$ cat src/design/egpa_pkg.sv
// ----------------------------------------------------------------------------
// egpa_pkg: shared types and constants
// Coefficient bundle, register map and pipeline latencies of the elliptical
// Gaussian pixel accumulator.
// ----------------------------------------------------------------------------
package egpa_pkg;

  // Width of the pixel index fields.
  localparam int IDX_W = 10;

  // Clamped magnitude width: |u| and |v| must stay below 8.0 in Q15.16.
  localparam int MAG_W = 19;

  // Width of one squared magnitude.
  localparam int SQ_W = 2 * MAG_W;

  // Width of the interpolated exp value in Q30 (at most 1.0).
  localparam int G_W = 31;

  // Register stages inside the coordinate and the exp units.
  localparam int COORD_LAT = 4;
  localparam int EXP_LAT   = 4;

  // Register map, word index within the configuration space.
  typedef enum logic [2:0] {
    REG_AMPLITUDE  = 3'd0,
    REG_U_COL_STEP = 3'd1,
    REG_U_ROW_STEP = 3'd2,
    REG_U_ORIGIN   = 3'd3,
    REG_V_COL_STEP = 3'd4,
    REG_V_ROW_STEP = 3'd5,
    REG_V_ORIGIN   = 3'd6
  } cfg_reg_t;

  // Coefficients of the two affine coordinate maps.
  typedef struct packed {
    logic signed [31:0] u_col_step;
    logic signed [31:0] u_row_step;
    logic signed [31:0] u_origin;
    logic signed [31:0] v_col_step;
    logic signed [31:0] v_row_step;
    logic signed [31:0] v_origin;
  } coef_t;

endpackage

$ cat src/design/egpa_cfg_regs.sv
// ----------------------------------------------------------------------------
// egpa_cfg_regs: configuration register file
// Holds the amplitude and the six affine coefficients behind an APB-style
// port with zero wait states.
// ----------------------------------------------------------------------------
module egpa_cfg_regs
  import egpa_pkg::*;
(
  input  logic               clk,
  input  logic               rst_n,
  input  logic               psel,
  input  logic               penable,
  input  logic               pwrite,
  input  logic [4:0]         paddr,
  input  logic [31:0]        pwdata,
  output logic [31:0]        prdata,
  output logic               pready,
  output logic signed [31:0] amplitude,
  output coef_t              coef
);

  logic signed [31:0] amplitude_r;
  coef_t              coef_r;
  logic               wr_en;
  cfg_reg_t           reg_sel;

  assign pready  = 1'b1;
  assign wr_en   = psel & penable & pwrite & pready;
  assign reg_sel = cfg_reg_t'(paddr[4:2]);

  // Register writes; words beyond the map are dropped.
  always_ff @(posedge clk) begin
    if (!rst_n) begin
      amplitude_r <= '0;
      coef_r      <= '0;
    end else if (wr_en) begin
      unique case (reg_sel)
        REG_AMPLITUDE:  amplitude_r       <= pwdata;
        REG_U_COL_STEP: coef_r.u_col_step <= pwdata;
        REG_U_ROW_STEP: coef_r.u_row_step <= pwdata;
        REG_U_ORIGIN:   coef_r.u_origin   <= pwdata;
        REG_V_COL_STEP: coef_r.v_col_step <= pwdata;
        REG_V_ROW_STEP: coef_r.v_row_step <= pwdata;
        REG_V_ORIGIN:   coef_r.v_origin   <= pwdata;
        default: ;
      endcase
    end
  end

  // Read back.
  always_comb begin
    unique case (reg_sel)
      REG_AMPLITUDE:  prdata = amplitude_r;
      REG_U_COL_STEP: prdata = coef_r.u_col_step;
      REG_U_ROW_STEP: prdata = coef_r.u_row_step;
      REG_U_ORIGIN:   prdata = coef_r.u_origin;
      REG_V_COL_STEP: prdata = coef_r.v_col_step;
      REG_V_ROW_STEP: prdata = coef_r.v_row_step;
      REG_V_ORIGIN:   prdata = coef_r.v_origin;
      default:        prdata = '0;
    endcase
  end

  assign amplitude = amplitude_r;
  assign coef      = coef_r;

endmodule

$ cat config.mk
export PLATFORM = sky130hd
export DESIGN_NAME = egpa_cfg_regs
export DESIGN_NICKNAME = d
export VERILOG_FILES = /design/src/design/egpa_pkg.sv /design/src/design/egpa_cfg_regs.sv
export SDC_FILE = /design/constraint.sdc
export NUM_CORES = 1
export LEC_CHECK = 0
export BUFFER_PORTS_ARGS = -buffer_cell sky130_fd_sc_hd__buf_2
export CAP_MARGIN = 20
export CORE_AREA = 3 3 161 163
export CTS_CLUSTER_SIZE = 30
export DETAILED_ROUTE_END_ITERATION = 10
export DIE_AREA = 0 0 164 166
export GPL_TIMING_DRIVEN = 0
export PLACE_DENSITY = 0.68
export SLEW_MARGIN = 20
export SYNTH_ARGS = -nofsm -noshare
export SYNTH_HDL_FRONTEND = slang
export SYNTH_SLANG_ARGS = --single-unit
$ cat constraint.sdc
create_clock -name clk -period 1.9 [get_ports clk]
set_input_delay 0.38 -clock clk [delete_from_list [all_inputs] [get_ports clk]]
set_output_delay 0.38 -clock clk [all_outputs]
set_load 0.02 [all_outputs]
==> results.ini, run 1 <==
[detailed_routing]
vias_per_cell = 5.45
drt_iter0_markers = 799
dr.pass1.iters = 5
antenna_left = 0
vias = 9379
wl_um = 40500
wl_per_cell_um = 23.5
drc = 0

[placed_design]
post-dp-hpwl_um = 26700
port_buffers = 294
routabilityCongestion = 0.884
dp_cells = 1610

[synthesis]
synth_nets = 1034
synth-seq-cells = 224
synth.distinct_cells = 25
synthesis.area_um2 = 9850
avgSynthCellArea_um2 = 9.93
ys_seq_area_frac = 0.455
syn_inst = 992
yosys.area.top_type = dfxtp_1
synth_top_area_frac = 0.455
synthTopCellsByArea = dfxtp_1, mux2i_1, nand2_1
ys_warn_count = 0

[global_route]
grt_pass1_vias = 9405
grt_use_total = 0.282
grt-ovfl-total = 0
grt_pass1_wl_um = 58400
antenna_found_initial = 0
grt_max_degree = 14

[timing]
finalHoldViolCount = 0
max_slew_margin = 0.404
setup_viol = 31
period_needed_ns = 2.12
tightest_slew_ns = 0.894
worst_slack_ns = -0.217
grt_setup_unrepaired = true
fin_crit_sh = 1.11
finalClockSkew_ns = 0
fmax_mhz = 472
slew_violations = 0

[cts]
path_clk_slew_ns = 0.06
cts.htree.levels = 1
cts_buffers = 25
cts.path.max_buffers = 3
cts_tree = built
clk_latency_ns = 0.52
cts_root_buf = clkbuf_16
clock-sinks = 224

[worst_setup_path]
crit_type = input port to primary output
rr_worst_depth = 4
cp_data_arrival_time_ns = 1.74
endpoint = prdata[5]
r2r-end = coef[105]$_SDFFE_PN0P_
worstPathMaxFanout = 7
crit_start = paddr[3]
end_kind = primary output
reg2reg_slack_ns = 1.07
rr_startpoint = coef[105]$_SDFFE_PN0P_
critPathRequiredTime_ns = 1.52
cp-start-kind = input port

[power]
powerDensity_nw_per_um2 = 752
power_leakage_nw = 6.18
power.total_w = 0.0104
vdd_drop_max_v = 0.000629

[final_layout]
layout_commonest_cell = mux2i_1
finalNonFillerCells = 1720
fillers = 2111
num_antenna_cells = 0
nets = 1424
drive_above_1_share = 0.415
layout_common_cells = mux2i_1, buf_2, nand2_1
synthToLayoutAreaGrowth_pct = 40.7

[floorplanning]
die_h_um = 166
start_util = 0.402
die_area_um2 = 27200
fp.coreArea_um2 = 24500
die_w_um = 164
rows = 57
io_pins = 299

[job]
drv_cap = 0

[min_path]
holdCritPathClass = input port to register

[status]
violations = setup timing
outcome = complete, but fails checks

## worst min-delay path by stage
stage / cells past startpoint / start / endpoint
2_1_floorplan: 2 / coef[0]$_SDFFE_PN0P_ / coef[0]$_SDFFE_PN0P_
3_3_place_gp: 2 / coef[77]$_SDFFE_PN0P_ / coef[77]$_SDFFE_PN0P_
3_5_place_dp: 2 / coef[25]$_SDFFE_PN0P_ / coef[25]$_SDFFE_PN0P_
4_1_cts: 3 / pwdata[15] / coef[175]$_SDFFE_PN0P_
5_1_grt: 3 / pwdata[27] / amplitude[27]$_SDFFE_PN0P_
6_report: 3 / pwdata[16] / amplitude[16]$_SDFFE_PN0P_
## per-stage QoR
| stage | setup TNS, ns | cell area, um^2 | hold slack (ns) | setup slack [ns] | utilization |
|---|---|---|---|---|---|
| 4_1_cts | -2.45 | 13500 | 0.265 | -0.195 | 0.553 |
| 3_5_place_dp | -32.91 | 11900 | 0.460 | -0.784 | 0.485 |
| 5_1_grt | -4.43 | 13800 | 0.302 | -0.227 | 0.566 |
| 6_report | -3.02 | 13800 | 0.283 | -0.217 | 0.566 |
| 2_1_floorplan | -0.0119 | 9980 | 0.542 | -0.0119 | - |
| 3_3_place_gp | -30.79 | 11900 | 0.452 | -0.792 | 0.485 |
## flip-flops by register name (all words and copies together) (netlist names)
name,cells
amplitude,32
coef,192
## synthesized netlist by cell type
library cell / number
mux4_2: 1
nand2_1: 267
o2bb2ai_1: 1
or3_1: 1
buf_4: 13
a221oi_1: 21
o211ai_1: 10
inv_1: 21
a32oi_1: 10
nand4b_1: 1
clkbuf_1: 37
o221a_2: 21
and3b_1: 1
a2bb2oi_1: 10
mux2_2: 11
nor2b_1: 2
dfxtp_1: 224
nand2b_1: 2
mux2i_1: 298
conb_1: 1
buf_1: 9
nand4_1: 1
nor2_1: 6
nor3_2: 1
buf_2: 22
## report_power, final
part,switching [W],internal [W]
registers,0.0000283,0.00473
logic,0.000674,0.000415
clock network,0.00196,0.00261
## logic make-up after synthesis
kind of cell,Yosys count,share of synthesized area
muxes,310,0.318
DFF,224,0.455
and+or+nand+nor,282,0.111
buffers and inverters,102,0.0466
other,1,0.000381
AOI/OAI and AO/OA,73,0.0690
## routing by layer
metal  vias to the layer above  part of all wire  wire, um  global-route usage
li1                       4252                 -         -                   -
met1                      4537              0.42     17100               0.372
met2                       494              0.47     18900               0.467
met3                        96             0.077      3120              0.0481
met4                         0             0.034      1380              0.0967
met5                         -                 0         0                   0
## layout make-up
type,instances,area (um^2),area share
Multi-Input combinational cell,667,5170,0.374
Sequential cell,224,4560,0.329
Timing Repair Buffer,365,2220,0.160
Clock buffer,37,721,0.0520
Buffer,78,662,0.0478
Tap cell,324,405,0.0293
Inverter,21,78.8,0.00569
Clock inverter,4,31.3,0.00226
## what timing repair did
item / 4_1_cts / 5_1_grt
hold buffers: 0 / 0
gates resized for setup: 186 / 27
gates cloned: 6 / 3
pin swaps: 41 / 16
buffers inserted: 41 / 24
endpoints found under the setup margin: 32 / 32
## critical path, cell delays in order
cell and delay (ns):
buf_8 0.10, buf_12 0.14, buf_12 0.14, buf_12 0.14, buf_12 0.13, mux2i_1 0.11
a2bb2oi_1 0.14, o211ai_1 0.25, buf_4 0.20
(Power assumes the default switching activity.)
==> inputs of run 2 (changes only) <==
Settings changed: PLACE_DENSITY 0.68 to 0.71.
Clock period 1.9 ns to 1.8 ns, I/O delays scaled along.
==> run 2 against run 1 <==
  * The run still ends with setup timing left
  * Utilization is 0.54 points higher
  * Setup slack worse by 0.056 ns
  * Sequential cell count unchanged
  * Largest cell class unchanged
  * Clock power grew 14%
==> results.ini, run 2 (synthesis results as in run 1) <==
[timing]
finalClockSkew_ns = 0
fin_crit_sh = 1.15
grt_setup_unrepaired = true
slew_violations = 0
tightest_slew_ns = 0.921
fin_hold_ws_ns = 0.259
worst_slack_ns = -0.272
max_slew_margin = 0.386
setup_viol = 32
fmax_mhz = 483
finalHoldViolCount = 0
period_needed_ns = 2.07

[worst_setup_path]
crit_type = register to primary output
end_kind = primary output
cp_data_arrival_time_ns = 1.71
r2r-end = amplitude[17]$_SDFFE_PN0P_
cp-start-kind = register
reg2reg_slack_ns = 1.04
critPathRequiredTime_ns = 1.44
rr_startpoint = amplitude[17]$_SDFFE_PN0P_
worstPathMaxFanout = 2
rr_worst_depth = 3

[global_route]
grt_pass1_wl_um = 58300
antenna_found_initial = 0
grt-ovfl-total = 0
grt_use_total = 0.283
grt_pass1_vias = 9142
grt_max_degree = 13

[min_path]
hold_start = pwdata[23]
holdCritPathClass = input port to register
worstHoldEndpoint = amplitude[23]$_SDFFE_PN0P_
hold_depth = 3

[cts]
clock-sinks = 224
cts.path.max_buffers = 3
cts.htree.levels = 1
cts_root_buf = clkbuf_16
clk_latency_ns = 0.51
cts_tree = built
cts_buffers = 25
path_clk_slew_ns = 0.06

[job]
drv_cap = 0

[final_layout]
layout_commonest_cell = mux2i_1
largest_reg_flops = 192
num_antenna_cells = 0
layout_common_cells = mux2i_1, buf_2, nand2_1
finalNonFillerCells = 1708
synthToLayoutAreaGrowth_pct = 42.0
drive_above_1_share = 0.413
nets = 1409
fillers = 2153
finish.utilization = 0.572

[floorplanning]
fp.coreArea_um2 = 24500
die_w_um = 164
rows = 57
die_area_um2 = 27200
io_pins = 299
start_util = 0.402
die_h_um = 166

[detailed_routing]
drc = 0
vias_per_cell = 5.47
wl_um = 40900
drt_iter0_markers = 881
antenna_left = 0
dr.pass1.iters = 5
wl_per_cell_um = 24.0
vias = 9335

[placed_design]
port_buffers = 294
routabilityCongestion = 0.859
post-dp-hpwl_um = 26900
dp_cells = 1610

[power]
power_leakage_nw = 6.21
vdd_drop_max_v = 0.000707
powerDensity_nw_per_um2 = 816

[status]
outcome = complete, but fails checks
violations = setup timing

[run 2: cell count changes in the layout (fill, tap and decap cells not counted), moves of 6 or more]
cell,delta
buf_4,-22
dfxtp_2,+9
o221a_2,-9
o221a_4,+9
dfxtp_1,-8
a2bb2oi_1,+6
a2bb2oi_2,-6
[run 2: report_power, final]
group	internal, W	leakage (nW)	switching (W)
Clock	0.00312	0.409	0.00207
Combinational	0.000470	3.96	0.000730
Sequential	0.00500	1.84	0.0000300
Total	0.00858	6.21	0.00283
[run 2: what timing repair did]
item                                    CTS  global route
resized for setup                       186            40
endpoints found under the hold margin     0             0
hold buffers                              0             0
endpoints found under the setup margin   32            32
pin swaps                                27            18
cloned                                    7             2
buffers inserted                         39            11
[run 2: worst max-delay path by stage]
stage	end	cells after the start	start	slack, ns
2_1_floorplan	prdata[10]	5	paddr[3]	0.006
3_3_place_gp	prdata[0]	7	paddr[4]	-0.96
3_5_place_dp	prdata[0]	7	paddr[4]	-0.97
4_1_cts	prdata[17]	3	coef[113]$_SDFFE_PN0P_	-0.28
5_1_grt	prdata[0]	4	coef[64]$_SDFFE_PN0P_	-0.32
6_report	prdata[17]	3	coef[113]$_SDFFE_PN0P_	-0.27
[run 2: critical path, stage by stage (launching register included)]
cell and delay, ns:
dfxtp_2 0.32, mux4_2 0.45, mux2_4 0.29, buf_6 0.13
[run 2: metrics by stage]
stage / instance area, um^2 / power, W / worst slack (ns) / TNS (ns)
after floorplan: 10000 / 0.00568 / 0.00608 / 0
after global placement: 11900 / 0.00605 / -0.958 / -52.68
after detailed placement: 11900 / 0.00606 / -0.973 / -56.29
after CTS: 13800 / 0.0114 / -0.279 / -5.50
after global routing: 14000 / 0.0117 / -0.321 / -7.07
final: 14000 / 0.0114 / -0.272 / -5.80
[run 2: area by class of cell]
type | count | area [um^2] | area share
Multi-Input combinational cell | 666 | 5220 | 0.374
Sequential cell | 224 | 4560 | 0.326
Timing Repair Buffer | 351 | 2240 | 0.160
Clock buffer | 38 | 744 | 0.0532
Buffer | 78 | 648 | 0.0464
Tap cell | 324 | 405 | 0.0290
Clock inverter | 6 | 80.1 | 0.00573
Inverter | 21 | 78.8 | 0.00564
[run 2: layer usage]
| layer | track usage | part of all wire |
|---|---|---|
| met5 | 0 | 0 |
| met4 | 0.0831 | 0.031 |
| met3 | 0.0569 | 0.080 |
| met2 | 0.469 | 0.46 |
| met1 | 0.372 | 0.43 |
==> inputs of run 3 (changes only) <==
Settings changed: PLACE_DENSITY 0.71 to 0.73, SKIP_CTS_REPAIR_TIMING set to 1.
==> run 3 against run 2 <==
  * The run still ends with setup timing left
  * Clock power increased by 3%
  * Fmax decreased by 0.58%
  * Sequential share of layout area increased by 0.17 points
  * Clock-buffer cell count decreased by 6
  * Total power increased by 0.68%
  * Highest routed layer unchanged
  * Global-route usage decreased by 1.1 points
  * Register-to-register slack improved by 0.04 ns
  * Non-clock buffer count increased by 6
  * Combinational power decreased by 6%
  * Sequential power about the same
  * Die area unchanged
  * Utilization decreased by 0.18 points
  * Largest cell class unchanged
==> results.ini, run 3 (synthesis results as in run 1) <==
[status]
outcome = complete, but fails checks
violations = setup timing

[worst_setup_path]
worstPathMaxFanout = 8
cp_common_cell = buf_12
critPathSlowestCell = o211ai_1
end_kind = primary output
cp_top_family = buffers and inverters
crit_type = input port to primary output
crit_chain = buf_8 -> buf_12 -> buf_12 -> buf_12 -> mux2i_1 -> a2bb2oi_2 -> o211ai_1 -> buf_4
cp_data_arrival_time_ns = 1.72
critPathRequiredTime_ns = 1.44
cp-start-kind = input port
cp_slowest_stage_delay_ns = 0.33
worst-path-buf-inv = 5

[timing]
worst_slack_ns = -0.284
tightest_slew_ns = 0.882
finalHoldViolCount = 0
grt_setup_unrepaired = true
fin_crit_sh = 1.16
finalClockSkew_ns = 0
fmax_mhz = 480
max_slew_margin = 0.412
period_needed_ns = 2.08
setup_viol = 32
slew_violations = 0

[final_layout]
largest_reg_flops = 192
num_antenna_cells = 0
drive_above_1_share = 0.429
stdcell_area_um2 = 13900
nets = 1416
layout_commonest_cell = mux2i_1
layout_common_cells = mux2i_1, buf_2, nand2_1
finish.utilization = 0.570
fillers = 2065
synthToLayoutAreaGrowth_pct = 41.6

[global_route]
grt_pass1_vias = 8981
grt-ovfl-total = 0
grt_pass1_wl_um = 56500
grt_use_total = 0.272
antenna_found_initial = 0
grt_max_degree = 15

[placed_design]
place_area_um2 = 11900
pre_cts_ws_ns = -0.963
port_buffers = 294
routabilityCongestion = 0.838
post-dp-hpwl_um = 27000

[cts]
cts_root_buf = clkbuf_16
cts_tree = built
clock-sinks = 224
cts_buffers = 25
cts.htree.levels = 1
path_clk_slew_ns = 0.07
cts.path.max_buffers = 3
clk_latency_ns = 0.51

[floorplanning]
die_area_um2 = 27200
start_util = 0.402
io_pins = 299
die_w_um = 164
die_h_um = 166
fp.coreArea_um2 = 24500
rows = 57

[power]
clkPwrFrac = 0.464
vdd_drop_max_v = 0.000726
pwr-share-comb = 0.098
power.total_w = 0.0115
p_sw_w = 0.00288
intPower_w = 0.00861
power_switching_share = 0.251
seqPwrFrac = 0.437
power_leakage_nw = 6.23
powerDensity_nw_per_um2 = 824

[detailed_routing]
drt_iter0_markers = 771
wl_um = 40300
vias = 9323
dr.pass1.iters = 5
antenna_left = 0
wl_per_cell_um = 23.5
vias_per_cell = 5.43
drc = 0

[min_path]
holdCritPathClass = input port to register

[job]
drv_cap = 0

-- run 3: area by class of cell --
type | count | area, um^2 | area share
inverter | 21 | 78.8 | 0.00566
timing repair buffer | 356 | 2150 | 0.154
sequential | 224 | 4570 | 0.328
tap | 324 | 405 | 0.0291
buffer | 79 | 597 | 0.0428
clock buffer | 32 | 702 | 0.0504
clock inverter | 13 | 164 | 0.0118
multi-input combinational | 667 | 5270 | 0.378
-- run 3: path summary, 6_finish.rpt --
check                              start                     end  cells past startpoint  slack (ns)
setup / recovery                paddr[3]               prdata[0]                      8       -0.28
setup reg to reg   coef[69]$_SDFFE_PN0P_   coef[69]$_SDFFE_PN0P_                      3        1.08
hold reg to reg   coef[187]$_SDFFE_PN0P_  coef[187]$_SDFFE_PN0P_                      2        0.46
hold / removal                pwdata[17]  coef[177]$_SDFFE_PN0P_                      3        0.27
-- run 3: power groups by stage --
stage	Sequential [W]	Combinational (W)	Clock (W)
5_1_grt	0.00503	0.00117	0.00557
6_report	0.00502	0.00113	0.00534
4_1_cts	0.00502	0.000927	0.00538
3_3_place_gp	0.00513	0.000917	0
2_1_floorplan	0.00517	0.000505	0
3_5_place_dp	0.00513	0.000926	0
-- run 3: per-layer routing --
metal,vias to the layer above,GRT usage,routed length [um]
met5,-,0,0
li1,4232,-,-
met4,0,0.0971,1720
met1,4517,0.357,16700
met2,466,0.443,18800
met3,108,0.0556,3080
-- run 3: worst reg2reg max path: stages, from the launching register on --
cell and delay (ns):
dfxtp_2 0.33, buf_4 0.14, nand2_1 0.05, mux2i_1 0.07
-- run 3: metrics by stage --
step	TNS, ns	std cells	hold slack [ns]
after global routing	-6.51	1716	0.272
final	-5.45	1716	0.265
after CTS	-24.83	1655	0.223
after detailed placement	-53.25	1610	0.458
after floorplan	0	992	0.542
after global placement	-50.55	1610	0.453
